[config.mk]
export PLATFORM = sky130hd
export DESIGN_NAME = line_framer_with_continuation
export DESIGN_NICKNAME = d
export VERILOG_FILES = /design/src/design/lfc_pkg.sv /design/src/design/line_framer_with_continuation.sv
export SDC_FILE = /design/constraint.sdc
export NUM_CORES = 1
export LEC_CHECK = 0
export BUFFER_PORTS_ARGS = -buffer_cell sky130_fd_sc_hd__buf_2
export CAP_MARGIN = 20
export CORE_UTILIZATION = 61
export DETAILED_ROUTE_END_ITERATION = 8
export MAX_ROUTING_LAYER = met4
export PLACE_DENSITY = 0.81
export SETUP_SLACK_MARGIN = 0.15
export SKIP_LAST_GASP = 1
export SYNTH_ARGS = -nofsm -noshare
export SYNTH_HDL_FRONTEND = slang
export SYNTH_SLANG_ARGS = --single-unit
[constraint.sdc]
create_clock -name clk_i -period 6.9 [get_ports clk_i]
set_input_delay 0.69 -clock clk_i [delete_from_list [all_inputs] [get_ports clk_i]]
set_output_delay 0.69 -clock clk_i [all_outputs]
set_load 0.01 [all_outputs]
[src/design/lfc_pkg.sv]
`timescale 1ns / 1ps
package lfc_pkg;

  localparam logic [7:0] CharNl = 8'h0A;
  localparam logic [7:0] CharCr = 8'h0D;
  localparam logic [7:0] CharBs = 8'h5C;

  localparam int unsigned CountW         = 13;
  localparam int unsigned BufferBytesDef = 8192;
  localparam logic [CountW-1:0] MaxChunkRst = 13'd511;
  localparam logic [CountW-1:0] CountMax    = {CountW{1'b1}};

  typedef enum logic [1:0] {
    FUNC_DATA    = 2'd0,
    FUNC_EOS     = 2'd1,
    FUNC_DISCARD = 2'd2
  } func_e;

  typedef struct packed {
    logic [7:0] data;
    logic       has_byte;
    logic       last;
  } result_t;

  typedef struct packed {
    logic [CountW-1:0] count;
    logic              last;
  } emit_t;

  // one byte into the open chunk: bump the count and decide whether it closes
  function automatic emit_t lfc_emit(logic [CountW-1:0] cnt, logic [7:0] b,
                                     logic [CountW-1:0] lim);
    logic [CountW:0] nxt;
    emit_t           e;
    nxt    = {1'b0, cnt} + {{CountW{1'b0}}, 1'b1};
    e.last = (b == CharNl) || (b == CharCr) || (nxt >= {1'b0, lim});
    e.count = e.last ? '0 : nxt[CountW-1:0];
    return e;
  endfunction

endpackage

[src/design/line_framer_with_continuation.sv]
`timescale 1ns / 1ps
// results are written into the result queue register before they appear on the master side
// throughput: one input request per cycle; results leave at one per cycle while
// the receiver is ready, through a four-entry result queue; a request may yield
// two results, and input ready drops while more than two results are queued
// reset: rst_ni clears chunk state and queue at once; max_chunk returns to 511
module line_framer_with_continuation #(
  parameter int unsigned BufferBytes = lfc_pkg::BufferBytesDef
) (
  input  logic                      clk_i,
  input  logic                      rst_ni,
  input  logic                      cfg_we_i,
  input  logic [lfc_pkg::CountW-1:0] cfg_wdata_i,
  input  logic                      s_axis_tvalid,
  output logic                      s_axis_tready,
  input  logic [7:0]                s_axis_tdata,   // data_byte
  input  logic [1:0]                s_axis_tuser,   // func
  output logic                      m_axis_tvalid,
  input  logic                      m_axis_tready,
  output logic [7:0]                m_axis_tdata,   // out_byte
  output logic                      m_axis_tuser,   // has_byte
  output logic                      m_axis_tlast
);

  localparam int unsigned CW = lfc_pkg::CountW;
  localparam logic [CW-1:0] CapLim =
    (BufferBytes - 1 > int'(lfc_pkg::CountMax)) ? lfc_pkg::CountMax : CW'(BufferBytes - 1);

  logic [CW-1:0] max_chunk_q;
  logic          held_q, held_d;
  logic          par_q, par_d;
  logic [CW-1:0] cnt_q, cnt_d;

  lfc_pkg::result_t fifo_q [4];
  logic [1:0]       wr_ptr_q, rd_ptr_q;
  logic [2:0]       fill_q, fill_d;

  logic             s_acc, m_acc;
  logic [CW-1:0]    lim;
  lfc_pkg::emit_t   e_bs, e_b;
  logic [CW-1:0]    c_mid;
  lfc_pkg::result_t r0, r1;
  logic [1:0]       n_push;

  assign s_acc = s_axis_tvalid && s_axis_tready;
  assign m_acc = m_axis_tvalid && m_axis_tready;

  assign s_axis_tready = (fill_q <= 3'd2);
  assign m_axis_tvalid = (fill_q != 3'd0);
  assign m_axis_tdata  = fifo_q[rd_ptr_q].data;
  assign m_axis_tuser  = fifo_q[rd_ptr_q].has_byte;
  assign m_axis_tlast  = fifo_q[rd_ptr_q].last;

  always_comb begin
    if (max_chunk_q > CapLim) begin
      lim = CapLim;
    end else if (max_chunk_q == '0) begin
      lim = {{(CW-1){1'b0}}, 1'b1};
    end else begin
      lim = max_chunk_q;
    end
  end

  assign e_bs  = lfc_pkg::lfc_emit(cnt_q, lfc_pkg::CharBs, lim);
  assign c_mid = held_q ? e_bs.count : cnt_q;
  assign e_b   = lfc_pkg::lfc_emit(c_mid, s_axis_tdata, lim);

  always_comb begin
    held_d = held_q;
    par_d  = par_q;
    cnt_d  = cnt_q;
    n_push = 2'd0;
    r0     = '{data: lfc_pkg::CharBs, has_byte: 1'b1, last: e_bs.last};
    r1     = '{data: s_axis_tdata, has_byte: 1'b1, last: e_b.last};
    case (s_axis_tuser)
      lfc_pkg::FUNC_DATA: begin
        if (s_axis_tdata == lfc_pkg::CharBs) begin
          if (held_q) begin
            n_push = 2'd1;
            cnt_d  = e_bs.count;
          end
          held_d = 1'b1;
          par_d  = ~par_q;
        end else if (held_q && s_axis_tdata == lfc_pkg::CharNl && par_q) begin
          // escaped newline: drop both
          held_d = 1'b0;
          par_d  = 1'b0;
        end else begin
          held_d = 1'b0;
          par_d  = 1'b0;
          cnt_d  = e_b.count;
          if (held_q) begin
            n_push = 2'd2;
          end else begin
            n_push = 2'd1;
            r0     = r1;
          end
        end
      end
      lfc_pkg::FUNC_EOS: begin
        if (held_q) begin
          n_push = 2'd1;
          r0     = '{data: lfc_pkg::CharBs, has_byte: 1'b1, last: 1'b1};
        end else if (cnt_q != '0) begin
          n_push = 2'd1;
          r0     = '{data: 8'h00, has_byte: 1'b0, last: 1'b1};
        end
        held_d = 1'b0;
        par_d  = 1'b0;
        cnt_d  = '0;
      end
      lfc_pkg::FUNC_DISCARD: begin
        held_d = 1'b0;
        par_d  = 1'b0;
        cnt_d  = '0;
      end
      default: begin
      end
    endcase
    if (!s_acc) begin
      held_d = held_q;
      par_d  = par_q;
      cnt_d  = cnt_q;
      n_push = 2'd0;
    end
  end

  assign fill_d = fill_q + {1'b0, n_push} - {2'b00, m_acc};

  always_ff @(posedge clk_i or negedge rst_ni) begin
    if (!rst_ni) begin
      max_chunk_q <= lfc_pkg::MaxChunkRst;
      held_q      <= 1'b0;
      par_q       <= 1'b0;
      cnt_q       <= '0;
      wr_ptr_q    <= 2'd0;
      rd_ptr_q    <= 2'd0;
      fill_q      <= 3'd0;
    end else begin
      if (cfg_we_i) begin
        max_chunk_q <= cfg_wdata_i;
      end
      held_q   <= held_d;
      par_q    <= par_d;
      cnt_q    <= cnt_d;
      wr_ptr_q <= wr_ptr_q + n_push;
      rd_ptr_q <= rd_ptr_q + {1'b0, m_acc};
      fill_q   <= fill_d;
    end
  end

  always_ff @(posedge clk_i) begin
    if (n_push != 2'd0) begin
      fifo_q[wr_ptr_q] <= r0;
    end
    if (n_push == 2'd2) begin
      fifo_q[wr_ptr_q + 2'd1] <= r1;
    end
  end

`ifndef SYNTHESIS
  a_fill_bound : assert property (@(posedge clk_i) disable iff (!rst_ni)
    fill_q <= 3'd4)
    else $error("result queue overfilled");

  a_count_below_cap : assert property (@(posedge clk_i) disable iff (!rst_ni)
    cnt_q < CapLim)
    else $error("open chunk count reached the buffer cap");

  a_parity_only_when_held : assert property (@(posedge clk_i) disable iff (!rst_ni)
    !held_q |-> !par_q)
    else $error("run parity set with no held backslash");

  a_discard_clears : assert property (@(posedge clk_i) disable iff (!rst_ni)
    (s_acc && s_axis_tuser == lfc_pkg::FUNC_DISCARD) |=>
      (!held_q && cnt_q == '0 && fill_q <= $past(fill_q)))
    else $error("discard left chunk state or pushed a result");
`endif

endmodule

# After elaboration in Yosys (flattened, before gate mapping)
# Memories as Yosys holds them, arrays and structs flattened.
# Cells that the tools add are included.
dict set report word_totals {
  ff_bits 35
  latchBits 0
  ram_bits 40
  rom_bits 0
  out_inout_bits 12
  memories 1
}
# name depth word_bits rd rd_clocked_by_memory_dff write_ports line_no
set memory_table {}
lappend memory_table {fifo_q 4 10 1 0 2 line_framer_with_continuation.sv:34} ;# lfc_pkg::result_t fifo_q [4];
dict set report op_classes {
  addsub 7
  multipliers 0
  n_div 0
  magnitude_cmp 4
  eq_ne 7
  shifts 0
  muxes 30
  bitwise_logic 1
  reduce_logical 15
}
# op count
set op_table {}
lappend op_table {{2-to-1 mux 13 bit} 7}
lappend op_table {{2-to-1 mux 10 bit} 3}
lappend op_table {{adder 13 x 1 -> 14 bit (second input constant)} 2}
lappend op_table {{greater-or-equal comparator 14 x 13 -> 1 bit} 2}
lappend op_table {{case mux 13 bit (2 select lines)} 1}
lappend op_table {{case mux 10 bit (2 select lines)} 1}
lappend op_table {{2-to-1 mux 9 bit} 2}
lappend op_table {{== test 8 x 4 -> 1 bit (second input constant)} 2}
lappend op_table {{> comparator 13 bit (second input constant)} 1}
lappend op_table {{zero test 13 bit} 1}
lappend op_table {{nonzero test 13 bit} 1}
lappend op_table {{2-to-1 mux 1 bit} 9}
lappend op_table {{== test 8 x 7 -> 1 bit (second input constant)} 1}
lappend op_table {{2-to-1 mux 2 bit} 4}
lappend op_table {{== test 2 bit (second input constant)} 2}
lappend op_table {{logical AND 1 bit} 4}
lappend op_table {{case mux 1 bit (2 select lines)} 2}
lappend op_table {{case mux 2 bit (2 select lines)} 1}
lappend op_table {{nonzero test 2 bit} 2}
lappend op_table {{adder 3 x 2 -> 3 bit} 1}
lappend op_table {{less-or-equal comparator 3 x 2 -> 1 bit (second input constant)} 1}
lappend op_table {{inequality test 3 bit (second input constant)} 1}
lappend op_table {{AND reduction 3 bit} 1}
lappend op_table {{nonzero test 3 bit} 1}
lappend op_table {{other kinds (10)} 11}

# Depth between registers and ports, before layout
# Gate-level depths: netlist (run 1).
dict set report logic_depth {
  word_depth 13
  depth_mapped 33
}

# Worst setup path after synthesis (run 1)
# Ideal clock, no wire load.
dict set report synth_path {
  path_type {reg2reg}
  from {reg cnt_q[3]}
  to {reg cnt_q[8]}
  setup_ns 0.087
  t_arrival_ns 5.833
  setup_slack_ns 0.980
  stages_incl_launch_ff 30
  n_path_buf 1
  period_less_slack_ns 5.920
  cell_sequence {dfrtp_1 -> buf_2 -> nand2_1 -> nor2_1 -> nor4b_1 -> xnor2_1 -> ha_1 -> a21o_1 -> a221oi_1 -> o31ai_2 -> nor2_1 -> nand2_1 -> mux2i_1 -> ha_1 -> nand4b_1 -> a211o_2 -> a21o_1 -> nand3b_4 -> nor3_1 -> xor2_1 -> ha_1 -> a21oi_1 -> nor2b_1 -> o21ai_0 -> o311a_1 -> o31ai_1 -> a21oi_1 -> o211ai_1 -> or3_1 -> o211ai_1}
}
dict set report synth_via {
  elab_chain_cells 11
}
# element line_no
set synth_lines {}
lappend synth_lines {{start, declared} line_framer_with_continuation.sv:32} ;# logic [CW-1:0] cnt_q, cnt_d;
lappend synth_lines {{start signal, assigned} line_framer_with_continuation.sv:145} ;# cnt_q <= cnt_d;
lappend synth_lines {{adder 13 x 1 -> 14 bit} lfc_pkg.sv:35} ;# nxt = {1'b0, cnt} + {{CountW{1'b0}}, 1'b1};
lappend synth_lines {{greater-or-equal comparator 14 x 13 -> 1 bit} lfc_pkg.sv:36} ;# e.last = (b == CharNl) || (b == CharCr) || (nxt >= {1'b0, lim});
lappend synth_lines {{2-to-1 mux 13 bit} lfc_pkg.sv:37} ;# e.count = e.last ? '0 : nxt[CountW-1:0];
lappend synth_lines {{2-to-1 mux 13 bit *} line_framer_with_continuation.sv:78} ;# if (held_q) begin
lappend synth_lines {{adder 13 x 1 -> 14 bit} lfc_pkg.sv:35}
lappend synth_lines {{greater-or-equal comparator 14 x 13 -> 1 bit} lfc_pkg.sv:36}
lappend synth_lines {{logical OR 1 bit} lfc_pkg.sv:36}
lappend synth_lines {{2-to-1 mux 13 bit} lfc_pkg.sv:37}
lappend synth_lines {{2-to-1 mux 13 bit} line_framer_with_continuation.sv:84} ;# end else if (held_q && s_axis_tdata == lfc_pkg::CharNl && par_q) begin
lappend synth_lines {{2-to-1 mux 13 bit *} line_framer_with_continuation.sv:77} ;# if (s_axis_tdata == lfc_pkg::CharBs) begin
lappend synth_lines {{case mux 13 bit (2 select lines) *} line_framer_with_continuation.sv:75} ;# case (s_axis_tuser)
# Mark *: on every way between the ends. The rest lies on a longest branch, timed or not. The select of a mux whose other input is x is not followed.
# A chain may end at the register's enable or synchronous reset.

# Worst setup path in the final report (run 1)
dict set report layout_path {
  from {reg cnt_q[7]}
  to {reg cnt_q[8]}
}
# The elaborated chain is that of the path after synthesis.

==> impl_metrics.prom, run 1 <==
# TYPE chip_impl_metric gauge
chip_impl_info{name="outcome",value="finished clean"} 1
chip_impl_info{name="busiest_layer",value="met2"} 1
chip_impl_info{name="mostFrequentLayoutCell",value="sky130_fd_sc_hd__nand2_1"} 1
chip_impl_metric{name="detail_route.vias_per_cell",unit=""} 6.53
chip_impl_metric{name="placeableCoreArea",unit="mm²"} 0.00826
chip_impl_metric{name="antenna_cells_inserted",unit=""} 0
chip_impl_metric{name="finish.utilization",unit=""} 0.701
chip_impl_metric{name="clkLatencyLatePin",unit="ns"} 0.36
chip_impl_metric{name="fillCellCount",unit=""} 640
chip_impl_metric{name="finish.net_count",unit=""} 641
chip_impl_metric{name="worst_ep_arrival_time",unit="ns"} 6.59
chip_impl_metric{name="grt.met2_usage",unit=""} 0.554
chip_impl_metric{name="antenna_violating_nets_post_route",unit=""} 0
chip_impl_metric{name="via_count_of_the_first_global_routing_pass",unit=""} 4346
chip_impl_metric{name="wl",unit="mm"} 13.6
chip_impl_info{name="layout.cells.most_common_list",value="sky130_fd_sc_hd__nand2_1 (66), sky130_fd_sc_hd__buf_2 (39), sky130_fd_sc_hd__o21ai_0 (38), sky130_fd_sc_hd__edfxtp_1 (36), sky130_fd_sc_hd__inv_1 (31)"} 1
chip_impl_metric{name="detailed_place.area",unit="mm²"} 0.00550
chip_impl_metric{name="setup_viol_count_final",unit=""} 0
chip_impl_metric{name="pin_count_of_the_biggest_net_entering_global_routing",unit=""} 36
chip_impl_info{name="cts_tree",value="yes"} 1
chip_impl_metric{name="max_cap_viol_count",unit=""} 0
chip_impl_metric{name="die_area",unit="mm²"} 0.00892
chip_impl_metric{name="grt_antenna_before_repair",unit=""} 0
chip_impl_info{name="setup.worst_path.class",value="reg -> reg"} 1
chip_impl_info{name="startpoint",value="cnt_q[7]$_DFFE_PN0P_"} 1
chip_impl_info{name="timing.hold.worst.class",value="in -> async"} 1
chip_impl_metric{name="drtPass1Iterations",unit=""} 6
chip_impl_metric{name="synth_edf_count",unit=""} 36
chip_impl_metric{name="synthesis.instances",unit=""} 539
chip_impl_metric{name="gr-usage-all-layers",unit=""} 0.332
chip_impl_metric{name="die_x",unit="µm"} 94.5
chip_impl_metric{name="critical-path-max-stage-delay",unit="ns"} 0.48
chip_impl_info{name="synth-main-ff-cell",value="sky130_fd_sc_hd__edfxtp_1"} 1
chip_impl_info{name="ctsRootBufferMaster",value="sky130_fd_sc_hd__clkbuf_8"} 1
chip_impl_metric{name="areaGrowthSynthToFinish",unit="%"} 10.9
chip_impl_metric{name="postSynthNetCount",unit=""} 599
chip_impl_info{name="post_synth_main_area_contributors",value="sky130_fd_sc_hd__edfxtp_1 (21%), sky130_fd_sc_hd__dfrtp_1 (12%), sky130_fd_sc_hd__ha_1 (7.4%)"} 1
chip_impl_metric{name="timing.fmax",unit="MHz"} 158
chip_impl_metric{name="powerDensity",unit="mW/mm²"} 248
chip_impl_metric{name="rr_worst_depth",unit=""} 28
chip_impl_info{name="start_kind",value="flip-flop"} 1
chip_impl_info{name="grt_setup_unrepaired",value="false"} 1
chip_impl_metric{name="cp.buffers_inverters",unit=""} 0
chip_impl_metric{name="synthesis.area",unit="mm²"} 0.00522
chip_impl_metric{name="cts_max_level",unit=""} 3
chip_impl_metric{name="rows",unit=""} 33
chip_impl_metric{name="drv_slew",unit=""} 0
chip_impl_metric{name="layout_min_cycle_time",unit="ns"} 6.33
chip_impl_metric{name="slew_headroom",unit=""} 0.382
chip_impl_metric{name="max_slew.worst_pin.slew",unit="ns"} 0.920
chip_impl_metric{name="cts-root-to-sink-buffers",unit=""} 2
chip_impl_metric{name="cts-buffers-inserted",unit=""} 9
chip_impl_metric{name="route.detailed.wl_per_inst",unit="µm"} 19.6
chip_impl_metric{name="drtIter0Drc",unit=""} 361
chip_impl_metric{name="async_flop_share",unit=""} 0.467
chip_impl_metric{name="drive_gt1_frac",unit=""} 0.208
chip_impl_metric{name="yosysUniqueCellTypes",unit=""} 75
chip_impl_info{name="setup.worst_path.end_class",value="flip-flop"} 1
chip_impl_metric{name="final_design_area_no_fill",unit="mm²"} 0.00579
chip_impl_metric{name="first_pass_grt_wire_length",unit="mm"} 21.8
chip_impl_info{name="slowest_stage",value="sky130_fd_sc_hd__dfrtp_1"} 1
chip_impl_metric{name="clkSlewWorstSetupHoldPaths",unit="ns"} 0.09
chip_impl_metric{name="timing.critical_path.required",unit="ns"} 7.16
chip_impl_metric{name="power.leakage",unit="nW"} 2.34
chip_impl_metric{name="ctsHoldBuffers",unit=""} 0
chip_impl_metric{name="place_congestion",unit=""} 1.03
chip_impl_metric{name="pin_count",unit=""} 40
chip_impl_metric{name="timing.critical_path.depth",unit=""} 28
chip_impl_info{name="worstReg2RegStart",value="cnt_q[7]$_DFFE_PN0P_"} 1
chip_impl_metric{name="synthesis.area_per_instance",unit="µm²"} 9.68
chip_impl_metric{name="ir_drop",unit="mV"} 0.134
chip_impl_metric{name="dr_total_vias",unit=""} 4511
chip_impl_metric{name="synth_seq_cells",unit=""} 75
chip_impl_metric{name="final.period_utilization",unit=""} 0.917
chip_impl_metric{name="use_met1",unit=""} 0.393
chip_impl_metric{name="remaining_drc_errors",unit=""} 0
chip_impl_metric{name="place_hpwl",unit="mm"} 9.99
chip_impl_metric{name="gr-usage-met3",unit=""} 0.0507
chip_impl_metric{name="starting_density_of_the_core",unit=""} 0.632
chip_impl_metric{name="yosys_warnings",unit=""} 0
chip_impl_metric{name="clock_skew",unit="ns"} 0.0150
chip_impl_metric{name="timing.setup.tns",unit="ns"} 0
chip_impl_info{name="synth_top_area_cell",value="sky130_fd_sc_hd__edfxtp_1"} 1
chip_impl_metric{name="port_buffers",unit=""} 39
chip_impl_metric{name="synth_top_area_share",unit=""} 0.207
chip_impl_metric{name="post-layout-total-power",unit="mW"} 1.43
chip_impl_metric{name="synth-seq-area-share",unit=""} 0.393
chip_impl_metric{name="tritoncts_num_sinks",unit=""} 75
chip_impl_info{name="timing.critical_path.max_delay_family",value="compound AO/OA/AOI/OAI gates"} 1
chip_impl_metric{name="gr-total-overflow",unit=""} 0
chip_impl_metric{name="critPathMaxFanout",unit=""} 6
chip_impl_metric{name="hold_violations",unit=""} 0
chip_impl_metric{name="dieHeight",unit="µm"} 94.5
-- stage by stage --
stage,std cells,worst slack (ns),hold slack [ns]
floorplan,539,0.980,0.394
global placement,671,0.522,0.452
detailed placement,671,0.222,0.459
CTS,687,0.162,0.440
global route,691,0.170,0.483
finish,691,0.574,0.424
-- final cells by class --
type	instances	area (µm²)	share of cell area
inverter	32	120	0.0208
sequential	75	2050	0.355
tap	105	131	0.0227
multi-input combinational	409	2970	0.513
clock inverter	7	82.6	0.0143
timing repair buffer	54	308	0.0532
clock buffer	9	124	0.0214
-- worst reg2reg max path: cells and delay by family (launching register included) --
family	cells	cell delay [ns]
xor+xnor	2	0.42
mux	1	0.27
simple gates	10	1.98
flops	1	0.48
fa+ha+maj	3	0.87
compound gates	12	2.19
-- cells in the mapped netlist (all sizes together) (3+ instances only) --
master and number:
nand4 7, dfxtp 4, or3 7, mux2 4, xor2 5, a21o 6, or2 3, o21ai 39
nor2b 18, a21oi 22, a31oi 3, nand3b 3, dfstp 9, nand2b 7, nor3 10, o211ai 6
a22o 14, nor2 30, o22ai 6, o31ai 5, mux2i 3, nand3 24, nor4 9, dfrtp 26
inv 31, buf 9, nand2 66, and3 3, a22oi 9, edfxtp 36, mux4 10, ha 31
a211o 3, and2 7, xnor2 22, clkbuf 14
-- kinds of logic after synthesis --
group	synth area share
xor+xnor	0.0497
mux	0.0576
fa+ha+maj	0.0801
flops	0.393
compound gates	0.180
simple gates	0.193
buf+inv	0.0465
-- registers in the layout, summed over array words and instances (netlist names) --
register,flops
fill_q,3
held_q,1
rd_ptr_q,2
par_q,1
cnt_q,13
max_chunk_q,13
wr_ptr_q,2
fifo_q,40
-- repair_timing --
item                                    CTS  global route
gates resized for setup                   0            13
endpoints found under the setup margin    0            17
setup buffers                             0             4
-- final timing paths --
path	end	slack, ns
worst max-delay path	cnt_q[8]$_DFFE_PN0P_	0.57
worst min-delay path	cnt_q[12]$_DFFE_PN0P_	0.42
worst max register to register	cnt_q[8]$_DFFE_PN0P_	0.57
worst min register to register	fifo_q[1][1]$_SDFFE_PP1P_	0.48
max in group asynchronous	cnt_q[3]$_DFFE_PN0P_	5.90
min in group clk_i	fifo_q[1][1]$_SDFFE_PP1P_	0.48
-- metal layers --
metal | up-vias | part of all wire
li1 | 2072 | -
met1 | 2162 | 0.40
met2 | 222 | 0.50
met3 | 55 | 0.064
met4 | 0 | 0.042
met5 | - | 0
-- where the power goes --
group          internal (mW)  total [mW]  switching, mW
sequential             0.529       0.607         0.0782
clock                  0.173       0.360          0.187
combinational          0.221       0.465          0.244
total                  0.923        1.43          0.510
No activity file was read; power rests on OpenSTA's default activity.
==> inputs of run 2 (changes only) <==
--- a/config.mk
+++ b/config.mk
@@ -10,7 +10,7 @@
 export CORE_UTILIZATION = 61
 export DETAILED_ROUTE_END_ITERATION = 8
 export MAX_ROUTING_LAYER = met4
-export PLACE_DENSITY = 0.81
+export PLACE_DENSITY = 0.89
 export SETUP_SLACK_MARGIN = 0.15
 export SKIP_LAST_GASP = 1
 export SYNTH_ARGS = -nofsm -noshare
==> impl_metrics.prom, run 2 (synthesis results as in run 1) <==
# TYPE chip_impl_metric gauge
chip_impl_info{name="reg.largest.list",value="fifo_q: 40 flops, cnt_q: 13 flops, max_chunk_q: 13 flops"} 1
chip_impl_metric{name="first_pass_grt_wire_length",unit="mm"} 22.3
chip_impl_metric{name="antenna_violating_nets_post_route",unit=""} 0
chip_impl_metric{name="cts-buffers-inserted",unit=""} 9
chip_impl_metric{name="setup_slack_placement",unit="ns"} 0.530
chip_impl_metric{name="max_cap_viol_count",unit=""} 0
chip_impl_info{name="start_kind",value="flip-flop"} 1
chip_impl_metric{name="drtPass1Iterations",unit=""} 5
chip_impl_metric{name="placeableCoreArea",unit="mm²"} 0.00826
chip_impl_metric{name="drtIter0Drc",unit=""} 395
chip_impl_metric{name="tritoncts_num_sinks",unit=""} 75
chip_impl_metric{name="ir_drop",unit="mV"} 0.116
chip_impl_metric{name="final.period_utilization",unit=""} 0.918
chip_impl_metric{name="die_area",unit="mm²"} 0.00892
chip_impl_metric{name="drv_slew",unit=""} 0
chip_impl_metric{name="powerDensity",unit="mW/mm²"} 251
chip_impl_metric{name="detail_route.vias_per_cell",unit=""} 6.61
chip_impl_metric{name="cts-root-to-sink-buffers",unit=""} 2
chip_impl_metric{name="port_buffers",unit=""} 39
chip_impl_metric{name="detailed_place.area",unit="mm²"} 0.00555
chip_impl_metric{name="power.leakage",unit="nW"} 2.36
chip_impl_metric{name="pin_count_of_the_biggest_net_entering_global_routing",unit=""} 37
chip_impl_metric{name="fillCellCount",unit=""} 616
chip_impl_metric{name="drive_gt1_frac",unit=""} 0.197
chip_impl_metric{name="timing.critical_path.required",unit="ns"} 7.17
chip_impl_info{name="mostFrequentLayoutCell",value="sky130_fd_sc_hd__nand2_1"} 1
chip_impl_metric{name="critical-path-max-stage-delay",unit="ns"} 0.44
chip_impl_metric{name="final_critical_path_setup_slack",unit="ns"} 0.564
chip_impl_info{name="outcome",value="finished clean"} 1
chip_impl_metric{name="route.detailed.wl_per_inst",unit="µm"} 20.0
chip_impl_info{name="ctsRootBufferMaster",value="sky130_fd_sc_hd__clkbuf_8"} 1
chip_impl_metric{name="clkLatencyLatePin",unit="ns"} 0.35
chip_impl_info{name="layout.cells.most_common_list",value="sky130_fd_sc_hd__nand2_1 (66), sky130_fd_sc_hd__buf_2 (39), sky130_fd_sc_hd__o21ai_0 (38), sky130_fd_sc_hd__edfxtp_1 (36), sky130_fd_sc_hd__inv_1 (31)"} 1
chip_impl_metric{name="worst_ep_arrival_time",unit="ns"} 6.61
chip_impl_metric{name="hold_violations",unit=""} 0
chip_impl_metric{name="finish.net_count",unit=""} 643
chip_impl_metric{name="die_x",unit="µm"} 94.5
chip_impl_info{name="timing.hold.worst.class",value="in -> async"} 1
chip_impl_metric{name="place_hpwl",unit="mm"} 10.4
chip_impl_metric{name="remaining_drc_errors",unit=""} 0
chip_impl_info{name="setup.worst_path.class",value="reg -> reg"} 1
chip_impl_metric{name="post-layout-total-power",unit="mW"} 1.45
chip_impl_metric{name="antenna_cells_inserted",unit=""} 0
chip_impl_metric{name="slew_headroom",unit=""} 0.357
chip_impl_metric{name="fin_hold_ws",unit="ns"} 0.417
chip_impl_metric{name="rr_worst_depth",unit=""} 29
chip_impl_metric{name="cts_setup_buffers",unit=""} 0
chip_impl_metric{name="starting_density_of_the_core",unit=""} 0.632
chip_impl_metric{name="final_design_area_no_fill",unit="mm²"} 0.00578
chip_impl_metric{name="timing.setup.tns",unit="ns"} 0
chip_impl_metric{name="setup_viol_count_final",unit=""} 0
chip_impl_metric{name="largest_reg_flops",unit=""} 40
chip_impl_info{name="cts_tree",value="yes"} 1
chip_impl_metric{name="gr-total-overflow",unit=""} 0
chip_impl_info{name="slowest_stage",value="sky130_fd_sc_hd__dfrtp_1"} 1
chip_impl_metric{name="critPathMaxFanout",unit=""} 6
chip_impl_metric{name="dieHeight",unit="µm"} 94.5
chip_impl_metric{name="gr-usage-all-layers",unit=""} 0.339
chip_impl_info{name="setup.worst_path.end_class",value="flip-flop"} 1
chip_impl_metric{name="dr_total_vias",unit=""} 4580
chip_impl_metric{name="pin_count",unit=""} 40
chip_impl_metric{name="areaGrowthSynthToFinish",unit="%"} 10.9
chip_impl_metric{name="place_congestion",unit=""} 0.991
chip_impl_metric{name="via_count_of_the_first_global_routing_pass",unit=""} 4516
chip_impl_metric{name="cts_max_level",unit=""} 3
chip_impl_info{name="grt_setup_unrepaired",value="false"} 1
chip_impl_metric{name="layout_min_cycle_time",unit="ns"} 6.34
chip_impl_metric{name="clock_skew",unit="ns"} 0.0130
chip_impl_metric{name="rows",unit=""} 33
chip_impl_metric{name="wl",unit="mm"} 13.9
chip_impl_info{name="regMostFlops",value="fifo_q"} 1
chip_impl_metric{name="clkSlewWorstSetupHoldPaths",unit="ns"} 0.09
chip_impl_metric{name="grt_antenna_before_repair",unit=""} 0
chip_impl_metric{name="timing.fmax",unit="MHz"} 158
chip_impl_metric{name="max_slew.worst_pin.slew",unit="ns"} 0.955
run 2: changes by cell type in the layout (fill, tap and decap cells not counted), moves of 2 or more:
cell / before / now
sky130_fd_sc_hd__nor2_1: 28 / 30
sky130_fd_sc_hd__dfrtp_2: 4 / 0
sky130_fd_sc_hd__inv_6: 3 / 1
sky130_fd_sc_hd__dfrtp_1: 22 / 26
sky130_fd_sc_hd__buf_4: 15 / 17
run 2: final timing paths:
| kind | slack, ns | startpoint | to |
|---|---|---|---|
| hold / removal | 0.42 | rst_ni | cnt_q[6]$_DFFE_PN0P_ |
| hold reg to reg | 0.49 | fifo_q[2][1]$_SDFFE_PP1P_ | fifo_q[2][1]$_SDFFE_PP1P_ |
| setup reg to reg | 0.56 | cnt_q[0]$_DFFE_PN0P_ | cnt_q[8]$_DFFE_PN0P_ |
| max in group asynchronous | 5.97 | rst_ni | cnt_q[4]$_DFFE_PN0P_ |
| setup / recovery | 0.56 | cnt_q[0]$_DFFE_PN0P_ | cnt_q[8]$_DFFE_PN0P_ |
| min in group clk_i | 0.49 | fifo_q[2][1]$_SDFFE_PP1P_ | fifo_q[2][1]$_SDFFE_PP1P_ |
run 2: critical path, delay by kind of cell (launching register included):
kind                       cells  cell delay (ns)
AOI/OAI and AO/OA             11             1.83
xor gates and xnor gates       2             0.45
adders and majority gates      3             0.84
DFF                            1             0.44
muxes                          1             0.24
and+or+nand+nor               12             2.42
run 2: layout make-up:
type | count | area, µm² | share of cell area
Tap cell | 105 | 131 | 0.0227
Clock buffer | 10 | 128 | 0.0221
Inverter | 32 | 120 | 0.0208
Timing Repair Buffer | 56 | 323 | 0.0558
Multi-Input combinational cell | 409 | 2940 | 0.509
Clock inverter | 6 | 90.1 | 0.0156
Sequential cell | 75 | 2050 | 0.354
run 2: per-layer routing:
metal	wire, µm	vias to the layer above	GRT usage
met5	0	-	-
met3	1220	46	0.0644
met1	5210	2172	0.390
met2	6950	293	0.568
met4	477	0	0.167
li1	-	2069	-
run 2: power by group:
part | switching (mW) | leakage, nW | total, mW | internal [mW]
sequential | 0.0736 | 0.798 | 0.602 | 0.528
combinational | 0.248 | 1.45 | 0.468 | 0.221
clock | 0.178 | 0.107 | 0.383 | 0.205
run 2: repair_timing:
item / CTS / global route
setup endpoints to repair: 0 / 14
endpoints found under the hold margin: 0 / 0
gates resized for setup: 0 / 4
hold buffers: 0 / 0
run 2: stage by stage:
stage,std cells,utilization
after floorplan,539,-
after global placement,677,0.672
final,693,0.700
after CTS,693,0.698
after global routing,693,0.700
after detailed placement,677,0.672
